--- src/rtl/core/bsm_pkg.sv ---
package bsm_pkg;

	localparam int OPERAND_WIDTH = 32;
	localparam int ACC_W         = OPERAND_WIDTH + 1;
	localparam int FIELD_W       = 32;
	localparam int PRODUCT_W     = 64;

	localparam logic [1:0] BOOTH_SUB = 2'b10;
	localparam logic [1:0] BOOTH_ADD = 2'b01;

	typedef struct packed {
		logic signed [ACC_W-1:0]  acc;
		logic [OPERAND_WIDTH-1:0] mq;
		logic                     prev;
		logic signed [ACC_W-1:0]  mcand;
	} bsm_stage_t;

endpackage

--- src/rtl/core/bsm_booth_step.sv ---
module bsm_booth_step import bsm_pkg::*; (
	input  logic       clk,
	input  logic       arst_n,
	input  logic       in_valid,
	input  bsm_stage_t in_data,
	output logic       in_ready,
	output logic       out_valid,
	output bsm_stage_t out_data,
	input  logic       out_ready
);

	logic                    valid_s1;
	bsm_stage_t              data_s1;
	logic signed [ACC_W-1:0] sum;
	bsm_stage_t              next_data;

	always_comb begin
		case ({in_data.mq[0], in_data.prev})
			BOOTH_SUB: sum = in_data.acc - in_data.mcand;
			BOOTH_ADD: sum = in_data.acc + in_data.mcand;
			default:   sum = in_data.acc;
		endcase
		next_data.acc   = {sum[ACC_W-1], sum[ACC_W-1:1]};
		next_data.mq    = {sum[0], in_data.mq[OPERAND_WIDTH-1:1]};
		next_data.prev  = in_data.mq[0];
		next_data.mcand = in_data.mcand;
	end

	assign in_ready = !valid_s1 || out_ready;

	always_ff @(posedge clk or negedge arst_n) begin
		if (!arst_n) begin
			valid_s1 <= 1'b0;
		end else if (in_ready) begin
			valid_s1 <= in_valid;
		end
	end

	always_ff @(posedge clk) begin
		if (in_ready && in_valid) begin
			data_s1 <= next_data;
		end
	end

	assign out_valid = valid_s1;
	assign out_data  = data_s1;

endmodule

--- config.mk ---
export PLATFORM = sky130hd
export DESIGN_NAME = bsm_booth_step
export DESIGN_NICKNAME = d
export VERILOG_FILES = /design/src/rtl/core/bsm_pkg.sv /design/src/rtl/core/bsm_booth_step.sv
export SDC_FILE = /design/constraint.sdc
export NUM_CORES = 1
export LEC_CHECK = 0
export BUFFER_PORTS_ARGS = -buffer_cell sky130_fd_sc_hd__buf_2
export CAP_MARGIN = 25
export CORE_MARGIN = 4
export CORE_UTILIZATION = 29
export DETAILED_ROUTE_END_ITERATION = 8
export GPL_TIMING_DRIVEN = 0
export PLACE_DENSITY_LB_ADDON = 0.15
export SLEW_MARGIN = 0
export SYNTH_ARGS = -nofsm -noshare
export SYNTH_HDL_FRONTEND = slang
export SYNTH_SLANG_ARGS = --single-unit
--- constraint.sdc ---
create_clock -name clk -period 3.1 [get_ports clk]
set_input_delay 0.775 -clock clk [delete_from_list [all_inputs] [get_ports clk]]
set_output_delay 0.775 -clock clk [all_outputs]
set_load 0.1 [all_outputs]
Yosys cells after proc, flatten, opt, wreduce, memory -nomap -nowiden

Index checks and enable logic that the tools add are counted.

Bits in registers: 99
Memory bits (read-only): 0
Output and inout port bits: 101
Logic and storage cells: 13
Bits in writable memories: 0
Input bits: 103
Latch bits: 0
Memories kept: 0

$mul: 0
Eq/ne operators: 2
Add/subtract/negate cells: 2
Multiplexer cells: 1
Reduce and logical (&&, ||, !) cells: 3
Bitwise operators: 0
$lt $le $gt $ge: 0
Shift-type cells: 0
Div/mod/pow operators: 0

Operators with widths:

| operator           | number |
|---|---|
| $pmux 33 s2        | 1 |
| $add 33x33->33     | 1 |
| $sub 33x33->33     | 1 |
| $eq 2x1->1 const B | 1 |
| $eq 2x2->1 const B | 1 |
| $logic_and 1x1->1  | 1 |
| $logic_not 1->1    | 1 |
| $logic_or 1x1->1   | 1 |

Depth between registers and ports, before layout

Gate-level depths: netlist of the first run.

Depth in word-level cells: 3
Mapped depth: 16
Mapped depth without buffers: 15

Least setup slack after synthesis of the first run

OpenSTA, ideal clock, no wires.

Kind: register to register
From: reg valid_s1, in the netlist out_valid
To: reg data_s1 (netlist bit out_data[0]) (enable)
Stages on the path, launching flop included: 3
Period minus slack after synthesis: 4.513 ns
Required time: 2.633 ns
Library setup time: 0.467 ns
Arrival time: 4.046 ns
Path buffers: 0
Setup slack: -1.413 ns
Cells stage by stage: dfrtp_1 nand2b_1 and2_1

Longest elaborated chain between the ends: 3

Ends and longest elaborated chain:

| element                | line                 | text |
|---|---|---|
| start, declared        | bsm_booth_step.sv:12 | `logic valid_s1;` |
| start signal, assigned | bsm_booth_step.sv:35 | `valid_s1 <= in_valid;` |
| $logic_not 1->1        | bsm_booth_step.sv:29 | `assign in_ready = !valid_s1 \|\| out_ready;` |
| $logic_or 1x1->1       | bsm_booth_step.sv:29 |  |
| via in_ready           | bsm_booth_step.sv:6  | `output logic in_ready,` |
| $logic_and 1x1->1      | bsm_booth_step.sv:40 | `if (in_ready && in_valid) begin` |
| end signal, assigned   | bsm_booth_step.sv:41 | `data_s1 <= next_data;` |
| end, declared          | bsm_booth_step.sv:13 | `bsm_stage_t data_s1;` |

The timed path passes the listed nets, and every way through them passes these cells.
A chain may end at the register's enable or synchronous reset.

Worst setup path after layout of the first run

From: in in_data[7] (netlist name)
To: reg, netlist name out_data[97]

Longest elaborated chain between the ends: 2
Elaborated cells on any way between the ends: 3
Classes of those cells: 2 x add/sub; 1 x mux

Ends and longest elaborated chain:

| element                                                 | line                                       | text |
|---|---|---|
| start, declared                                         | bsm_booth_step.sv:5                        | `input bsm_stage_t in_data,` |
| $add 33x33->33 / $sub 33x33->33 (equally long branches) | bsm_booth_step.sv:20, bsm_booth_step.sv:19 |  |
| $pmux 33 s2 (*)                                         | bsm_booth_step.sv:18                       | `case ({in_data.mq[0], in_data.prev})` |
| via sum[32]                                             | bsm_booth_step.sv:14                       | `logic signed [ACC_W-1:0] sum;` |

Mark *: on every way through the listed nets, which the timed path passes. The rest lies on a longest branch.

==> summary.json, run 1 <==
{
  "outcome": {
    "status": "finished, violations left",
    "violations": "setup timing"
  },
  "synth": {
    "async_flop_share": 0.01010,
    "post_synth_edffs": 98,
    "synth_cell_type_count": 74,
    "number_of_flip_flops_and_latches_in_the_synthesized_netlist": 99,
    "yosys_warnings": 0,
    "synthesis.nets": 699,
    "postSynthCellCount": 561,
    "synth-main-ff-cell": "sky130_fd_sc_hd__edfxtp_1",
    "seq_area_frac_synth": 0.4881,
    "post_synth_instance_area_um2": 6081,
    "postSynthAreaPerCell_um2": 10.84
  },
  "clock_tree": {
    "path_clk_slew_ns": 0.08,
    "cts-buffers-inserted": 9,
    "cts.root.buffer_cell": "sky130_fd_sc_hd__clkbuf_16",
    "clock_tree.htree_level_count": 3,
    "clock_tree_from_tritoncts": "done",
    "clock_path_buffers": 2,
    "postCtsHoldBufs": 0,
    "clk-insertion-delay-late_ns": 0.36,
    "tritoncts_num_sinks": 99
  },
  "critical_path": {
    "critPathRequiredTime_ns": 3.22,
    "worst_setup_path_end_kind": "flop",
    "timing.critical_path.buf_inv": 4,
    "critical_path.top_delay_family": "simple AND/OR/NAND/NOR gates",
    "worstPathArrival_ns": 4.18,
    "top_fanout_value_on_the_critical_path": 5,
    "timing.reg2reg.worst_path_depth": 3,
    "critical_path.startpoint_type": "input port",
    "path_depth": 17,
    "most_frequent_cell_on_the_critical_path": "sky130_fd_sc_hd__buf_4",
    "slowest_delay_ns": 0.56,
    "timing.setup.critical_path_class": "input port to flop",
    "worstPathCellList": "buf_8 > or4_4 > nor2_4 > nand2_4 > nor3_4 > nor3b_4 > buf_6 > buf_4 > buf_4 > a31oi_1 > xor2_1 > ha_1 > o21a_1 > a221o_1 > a31o_1 > mux2i_2 > xnor2_1",
    "critical_path.slowest_cell": "sky130_fd_sc_hd__or4_4"
  },
  "placement": {
    "port_buffers": 203,
    "post-place-ws_ns": -1.646,
    "place_congestion": 0.8694,
    "place.detailed.hpwl_mm": 15.10
  },
  "floorplan": {
    "floorplan.die.width_um": 152.8,
    "die_height_um": 152.8,
    "boundaryPins": 204,
    "floorplan.rows": 52,
    "die-area_um2": 23350,
    "initial_core_util": 0.2976,
    "core_um2": 20430
  },
  "routing": {
    "drt_iter0_drc": 400,
    "wire_per_inst_um": 18.69,
    "detailroute.via_count": 5657,
    "postRouteAntennaNets": 0,
    "drt-total-wl_mm": 21.29,
    "drc": 0,
    "vias_per_cell": 4.967,
    "detail_route.first_pass.iterations": 7
  },
  "global_route": {
    "vias_in_the_first_global_route": 5698,
    "grt_pass1_wl_mm": 31.57,
    "grt_start_max_net_pins": 70,
    "globalRouteTotalUtil": 0.1707,
    "grt_overflow": 0,
    "antenna_found_initial": 3
  },
  "hold_path": {
    "min_path_type": "input port to asynchronous set/reset pin"
  },
  "sta": {
    "relSlewSlack": 0.4423,
    "finalWorstPathRequiredPeriod_ns": 4.064,
    "clock-skew-final_ns": 0.01508,
    "highest_clock_frequency_the_design_can_meet_mhz": 246.0,
    "final_max_tran_viols": 0,
    "final_min_period_over_clock_period": 1.311,
    "unrepaired_setup_endpoints_after_global_routing": "true",
    "timing.final.hold_violations": 0,
    "tightestPinTransition_ns": 0.8366,
    "hold_slack_ns": 0.1968,
    "timing.final.setup_violations": 21,
    "worst_case_setup_margin_in_the_final_layout_ns": -0.9643
  },
  "cells_and_area": {
    "flow.area_growth_from_synthesis_pct": 57.49,
    "final_common_cell": "sky130_fd_sc_hd__buf_2",
    "finish.net_count": 1000,
    "layout.cells.most_common_list": "sky130_fd_sc_hd__buf_2, sky130_fd_sc_hd__edfxtp_1, sky130_fd_sc_hd__buf_4",
    "post_route_cells_drive_above_1_share": 0.5490
  },
  "power_and_ir_drop": {
    "cellLeakagePower_nw": 3.909,
    "p_per_area_nw_per_um2": 534.6,
    "irDropWorstVdd_mv": 0.2276
  },
  "job": {
    "drv_cap": 0
  }
}
-- through the flow --
stage,area [um2],total power [mW],util,instances,setup TNS (ns)
2_1_floorplan,6181,3.094,-,561,-9.139
4_1_cts,8726,4.921,0.4271,1099,-11.36
3_5_place_dp,7562,3.504,0.3702,1035,-25.29
5_1_grt,9577,5.344,0.4688,1139,-15.53
3_3_place_gp,7535,3.490,0.3688,1034,-25.52
6_report,9577,5.120,0.4688,1139,-12.89
-- worst register-to-register path, cell delays in order, from the launching register on --
cell                       delay [ns]
sky130_fd_sc_hd__dfrtp_1         0.38
sky130_fd_sc_hd__nand2b_1        0.11
sky130_fd_sc_hd__and2_4          0.43
sky130_fd_sc_hd__buf_16          0.37
-- synth_stat cells, types with 2 or more instances --
| library cell | instances | area share |
|---|---|---|
| sky130_fd_sc_hd__a221oi_1 | 2 | 0.0029 |
| sky130_fd_sc_hd__mux2_2 | 3 | 0.0056 |
| sky130_fd_sc_hd__a211o_1 | 3 | 0.0043 |
| sky130_fd_sc_hd__and2_1 | 4 | 0.0041 |
| sky130_fd_sc_hd__a211oi_2 | 2 | 0.0041 |
| sky130_fd_sc_hd__buf_6 | 3 | 0.0056 |
| sky130_fd_sc_hd__inv_1 | 10 | 0.0062 |
| sky130_fd_sc_hd__o21bai_1 | 4 | 0.0049 |
| sky130_fd_sc_hd__nor3b_1 | 3 | 0.0037 |
| sky130_fd_sc_hd__nor4_1 | 7 | 0.0072 |
| sky130_fd_sc_hd__a21oi_1 | 50 | 0.041 |
| sky130_fd_sc_hd__xnor2_1 | 14 | 0.020 |
| sky130_fd_sc_hd__a31oi_1 | 5 | 0.0051 |
| sky130_fd_sc_hd__xor2_1 | 37 | 0.053 |
| sky130_fd_sc_hd__mux2i_1 | 2 | 0.0033 |
| sky130_fd_sc_hd__nor2_1 | 47 | 0.029 |
| sky130_fd_sc_hd__a31o_2 | 2 | 0.0029 |
| sky130_fd_sc_hd__o41ai_1 | 2 | 0.0029 |
| sky130_fd_sc_hd__clkbuf_1 | 16 | 0.0099 |
| sky130_fd_sc_hd__o211ai_2 | 2 | 0.0041 |
| sky130_fd_sc_hd__nor3_1 | 12 | 0.0099 |
| sky130_fd_sc_hd__o211ai_1 | 2 | 0.0025 |
| sky130_fd_sc_hd__o41ai_2 | 2 | 0.0053 |
| sky130_fd_sc_hd__nand3_1 | 8 | 0.0066 |
| sky130_fd_sc_hd__and3_1 | 5 | 0.0051 |
| sky130_fd_sc_hd__a21o_1 | 21 | 0.026 |
| sky130_fd_sc_hd__buf_2 | 2 | 0.0016 |
| sky130_fd_sc_hd__nand2_1 | 57 | 0.035 |
| sky130_fd_sc_hd__o31ai_2 | 2 | 0.0041 |
| sky130_fd_sc_hd__a221o_1 | 2 | 0.0033 |
| sky130_fd_sc_hd__edfxtp_1 | 98 | 0.48 |
| sky130_fd_sc_hd__o221a_2 | 2 | 0.0037 |
| sky130_fd_sc_hd__a21oi_2 | 2 | 0.0029 |
| sky130_fd_sc_hd__o21a_1 | 9 | 0.011 |
| sky130_fd_sc_hd__ha_1 | 34 | 0.070 |
| sky130_fd_sc_hd__o21ai_0 | 29 | 0.024 |
| sky130_fd_sc_hd__nor2b_1 | 3 | 0.0031 |
| sky130_fd_sc_hd__o21ai_1 | 2 | 0.0016 |
| sky130_fd_sc_hd__nand2b_1 | 4 | 0.0041 |
| sky130_fd_sc_hd__a211oi_1 | 7 | 0.0086 |
| sky130_fd_sc_hd__nand4_1 | 7 | 0.0072 |
-- registers in the layout (all words and copies together) (netlist names) --
register and cells:
out_valid 1, out_data 98
-- final timing paths --
kind	startpoint	end	slack, ns
max	in_data[7]	out_data[97]$_DFFE_PP_	-0.96
min	arst_n	out_valid$_DFFE_PN0N_	0.20
max reg2reg	out_valid$_DFFE_PN0N_	out_data[30]$_DFFE_PP_	1.45
min reg2reg	out_valid$_DFFE_PN0N_	out_valid$_DFFE_PN0N_	0.54
max in group asynchronous	arst_n	out_valid$_DFFE_PN0N_	2.81
min in group clk	out_valid$_DFFE_PN0N_	out_valid$_DFFE_PN0N_	0.54
-- power breakdown --
part | total, mW | switching [mW] | internal (mW)
registers | 1.63 | 0.0230 | 1.61
clock network | 1.14 | 0.577 | 0.561
logic | 2.35 | 1.57 | 0.781
total | 5.12 | 2.17 | 2.95
-- metal layers --
layer | wire length (um) | track usage | share of wire
met4 | 410 | 0.05982 | 0.019
met2 | 10320 | 0.2801 | 0.48
met3 | 1127 | 0.02897 | 0.053
met5 | 7 | 0 | 0.00033
met1 | 9424 | 0.2287 | 0.44
-- cells by family after synthesis --
group,Yosys count,synth area share
fa+ha+maj,35,0.07325
simple gates,171,0.1387
mux,5,0.008847
compound gates,168,0.1932
flops,99,0.4881
xor+xnor,51,0.07346
buf+inv,32,0.02449
-- repair_timing --
item	in CTS	in global routing
setup endpoints to repair	24	24
gates cloned	0	0
resized for setup	126	110
pin swaps	57	79
buffers inserted	50	39
-- cell type report --
cell class / instances / area [um2]
buffer: 19 / 123.9
fill: 1921 / 10850
multi-input combinational: 430 / 3963
inverter: 10 / 50.05
tap: 270 / 337.8
sequential: 99 / 2968
clock buffer: 9 / 225.2
clock inverter: 7 / 61.31
antenna: 2 / 5.005
timing repair buffer: 293 / 1843
Note: power is estimated with default switching activity, not from simulation.
==> run 2: changes to the inputs <==
Settings changed: CORE_MARGIN 4 to unset, PLACE_DENSITY_LB_ADDON 0.15 to unset, RECOVER_POWER set to 50.
==> summary.json, run 2 (synthesized netlist as in run 1, its figures left out) <==
{
  "routing": {
    "drt-total-wl": {"value": 19.64, "unit": "mm", "change": "-7.8%"},
    "drt_iter0_drc": {"value": 401, "change": "+0.25%"},
    "wire_per_inst": {"value": 17.74, "unit": "um", "change": "-5.1%"},
    "vias_per_cell": {"value": 4.984, "change": "+0.34%"},
    "detailroute.via_count": {"value": 5517, "change": "-2.5%"},
    "postRouteAntennaNets": {"value": 0, "change": "unchanged"},
    "detail_route.first_pass.iterations": {"value": 7, "change": "unchanged"},
    "drc": {"value": 0, "change": "unchanged"}
  },
  "clock_tree": {
    "cts-buffers-inserted": {"value": 9, "change": "unchanged"},
    "postCtsHoldBufs": {"value": 0, "change": "unchanged"},
    "cts.root.buffer_cell": "sky130_fd_sc_hd__clkbuf_16",
    "clock_tree.htree_level_count": {"value": 3, "change": "unchanged"},
    "clock_path_buffers": {"value": 2, "change": "unchanged"},
    "clock_tree_from_tritoncts": "done",
    "clk-insertion-delay-late": {"value": 0.35, "unit": "ns", "change": "about the same"},
    "tritoncts_num_sinks": {"value": 99, "change": "unchanged"},
    "path_clk_slew": {"value": 0.08, "unit": "ns", "change": "about the same"}
  },
  "sta": {
    "final_max_tran_viols": {"value": 0, "change": "unchanged"},
    "highest_clock_frequency_the_design_can_meet": {"value": 246.7, "unit": "MHz", "change": "+0.28%"},
    "hold_slack": {"value": 0.1839, "unit": "ns", "change": "-0.01294 ns"},
    "unrepaired_setup_endpoints_after_global_routing": "true",
    "tightestPinTransition": {"value": 0.8834, "unit": "ns", "change": "+0.04688 ns"},
    "worst_case_setup_margin_in_the_final_layout": {"value": -0.9528, "unit": "ns", "change": "+0.01145 ns"},
    "clock-skew-final": {"value": 0.006994, "unit": "ns", "change": "-0.008083 ns"},
    "finalWorstPathRequiredPeriod": {"value": 4.053, "unit": "ns", "change": "-0.01145 ns"},
    "final_min_period_over_clock_period": {"value": 1.307, "change": "-0.003695"},
    "timing.final.hold_violations": {"value": 0, "change": "unchanged"},
    "relSlewSlack": {"value": 0.4110, "change": "-0.03125"},
    "timing.final.setup_violations": {"value": 22, "change": "+4.8%"}
  },
  "global_route": {
    "grt_overflow": {"value": 0, "change": "unchanged"},
    "vias_in_the_first_global_route": {"value": 5343, "change": "-6.2%"},
    "global_route.usage.met3": {"value": 0.03602, "change": "+0.007056"},
    "grt_pass1_wl": {"value": 28.55, "unit": "mm", "change": "-9.6%"},
    "global_route_met1_usage": {"value": 0.2107, "change": "-0.01796"},
    "grt_use_met2": {"value": 0.2981, "change": "+0.01802"},
    "globalRouteTotalUtil": {"value": 0.1726, "change": "+0.001886"},
    "grt_start_max_net_pins": {"value": 64, "change": "-8.6%"},
    "gr-max-usage-layer": "met2",
    "antenna_found_initial": {"value": 0, "change": "-3"}
  },
  "floorplan": {
    "initial_core_util": {"value": 0.2986, "change": "+0.0009510"},
    "core": {"value": 20360, "unit": "um2", "change": "-0.32%"},
    "die_height": {"value": 146.8, "unit": "um", "change": "-3.9%"},
    "boundaryPins": {"value": 204, "change": "unchanged"},
    "floorplan.die.width": {"value": 146.8, "unit": "um", "change": "-3.9%"},
    "floorplan.rows": {"value": 52, "change": "unchanged"},
    "die-area": {"value": 21550, "unit": "um2", "change": "-7.7%"}
  },
  "placement": {
    "place.detailed.hpwl": {"value": 14.13, "unit": "mm", "change": "-6.5%"},
    "port_buffers": {"value": 203, "change": "unchanged"},
    "place_congestion": {"value": 0.8637, "change": "-0.66%"},
    "post-place-ws": {"value": -1.604, "unit": "ns", "change": "+0.04190 ns"}
  },
  "critical_path": {
    "critical_path.top_delay_family": "compound AO/OA/AOI/OAI gates",
    "most_frequent_cell_on_the_critical_path": "sky130_fd_sc_hd__a21o_1",
    "timing.setup.critical_path_class": "input port to flop",
    "worstPathCellList": "buf_8 > or4_4 > buf_4 > buf_6 > nor3_4 > nor3b_4 > a31oi_1 > xor2_1 > ha_4 > a21o_1 > o21bai_4 > a21o_1 > a221o_1 > a31o_1 > mux2i_2 > xnor2_1",
    "critPathRequiredTime": {"value": 3.21, "unit": "ns", "change": "about the same"},
    "critical_path.startpoint_type": "input port",
    "worst_setup_path_end_kind": "flop",
    "worstPathArrival": {"value": 4.16, "unit": "ns", "change": "-0.02 ns"},
    "timing.critical_path.buf_inv": {"value": 3, "change": "-1"},
    "slowest_delay": {"value": 0.56, "unit": "ns", "change": "about the same"},
    "top_fanout_value_on_the_critical_path": {"value": 4, "change": "-1"},
    "critical_path.slowest_cell": "sky130_fd_sc_hd__or4_4"
  },
  "cells_and_area": {
    "final_util": {"value": 0.4462, "change": "-0.02252"},
    "final_common_cell": "sky130_fd_sc_hd__buf_2",
    "largest_register_ffs": {"value": 98, "change": "unchanged"},
    "flow.area_growth_from_synthesis_pct": 49.44,
    "antenna_diode_count": {"value": 0, "change": "-2"},
    "layout.cells.most_common_list": "sky130_fd_sc_hd__buf_2, sky130_fd_sc_hd__edfxtp_1, sky130_fd_sc_hd__buf_4",
    "finish.net_count": {"value": 970, "change": "-3.0%"},
    "post_route_cells_drive_above_1_share": {"value": 0.5042, "change": "-0.04484"}
  },
  "power_and_ir_drop": {
    "cellLeakagePower": {"value": 3.658, "unit": "nW", "change": "-6.4%"},
    "p_per_area": {"value": 548.3, "unit": "nW/um2", "change": "+2.5%"},
    "total_power": {"value": 4.982, "unit": "mW", "change": "-2.7%"},
    "irDropWorstVdd": {"value": 0.2173, "unit": "mV", "change": "-4.5%"}
  },
  "outcome": {
    "violations": "setup timing",
    "status": "finished, violations left"
  },
  "hold_path": {
    "min_path_type": "input port to asynchronous set/reset pin"
  },
  "job": {
    "drv_cap": {"value": 0, "change": "unchanged"}
  }
}
==> run 2: where the power goes <==
| group | total [mW] | internal (mW) | switching, mW | leakage [nW] |
|---|---|---|---|---|
| sequential | 1.63 | 1.61 | 0.0212 | 0.946 |
| clock | 1.12 | 0.583 | 0.535 | 0.142 |
| combinational | 2.24 | 0.698 | 1.54 | 2.57 |
| total | 4.98 | 2.89 | 2.09 | 3.66 |
==> run 2: area by class of cell <==
cell class                 count  area (um2)
inverter                      10       50.05
clock inverter                 6       53.80
multi-input combinational    430        3767
sequential                    99        2968
tap                          270       337.8
fill                        1928       11280
timing repair buffer         263        1558
buffer                        19       113.9
clock buffer                  10       239.0
==> run 2: timing repair <==
item | in CTS | in global routing
setup endpoints to repair | 24 | 25
resized for setup | 107 | 82
buffers inserted | 37 | 23
pin swaps | 54 | 53
==> run 2: worst paths after layout <==
| check | cells past startpoint | slack, ns | to | start |
|---|---|---|---|---|
| max | 16 | -0.95 | out_data[97]$_DFFE_PP_ | in_data[7] |
| min | 1 | 0.18 | out_valid$_DFFE_PN0N_ | arst_n |
| max reg2reg | 3 | 1.39 | out_data[28]$_DFFE_PP_ | out_valid$_DFFE_PN0N_ |
| min reg2reg | 2 | 0.55 | out_valid$_DFFE_PN0N_ | out_valid$_DFFE_PN0N_ |
| max in group asynchronous | 1 | 2.83 | out_valid$_DFFE_PN0N_ | arst_n |
| min in group clk | 2 | 0.55 | out_valid$_DFFE_PN0N_ | out_valid$_DFFE_PN0N_ |
==> run 2: worst register-to-register path, cell delays in order (launching register included) <==
cell                       delay [ns]
sky130_fd_sc_hd__dfrtp_1         0.38
sky130_fd_sc_hd__nand2b_1        0.11
sky130_fd_sc_hd__and2_4          0.51
sky130_fd_sc_hd__buf_16          0.34
==> run 2: layer usage <==
| metal | share of wire | vias to the layer above |
|---|---|---|
| met5 | 0 | - |
| met3 | 0.055 | 29 |
| li1 | - | 2662 |
| met2 | 0.50 | 185 |
| met4 | 0.026 | 0 |
| met1 | 0.42 | 2641 |
==> run 2: through the flow <==
| stage | area, um2 | setup TNS (ns) | cells |
|---|---|---|---|
| 3_3_place_gp | 7535 | -25.74 | 1034 |
| 5_1_grt | 9087 | -16.05 | 1107 |
| 6_report | 9087 | -13.88 | 1107 |
| 2_1_floorplan | 6181 | -9.139 | 561 |
| 3_5_place_dp | 7562 | -25.27 | 1035 |
| 4_1_cts | 8533 | -14.07 | 1088 |
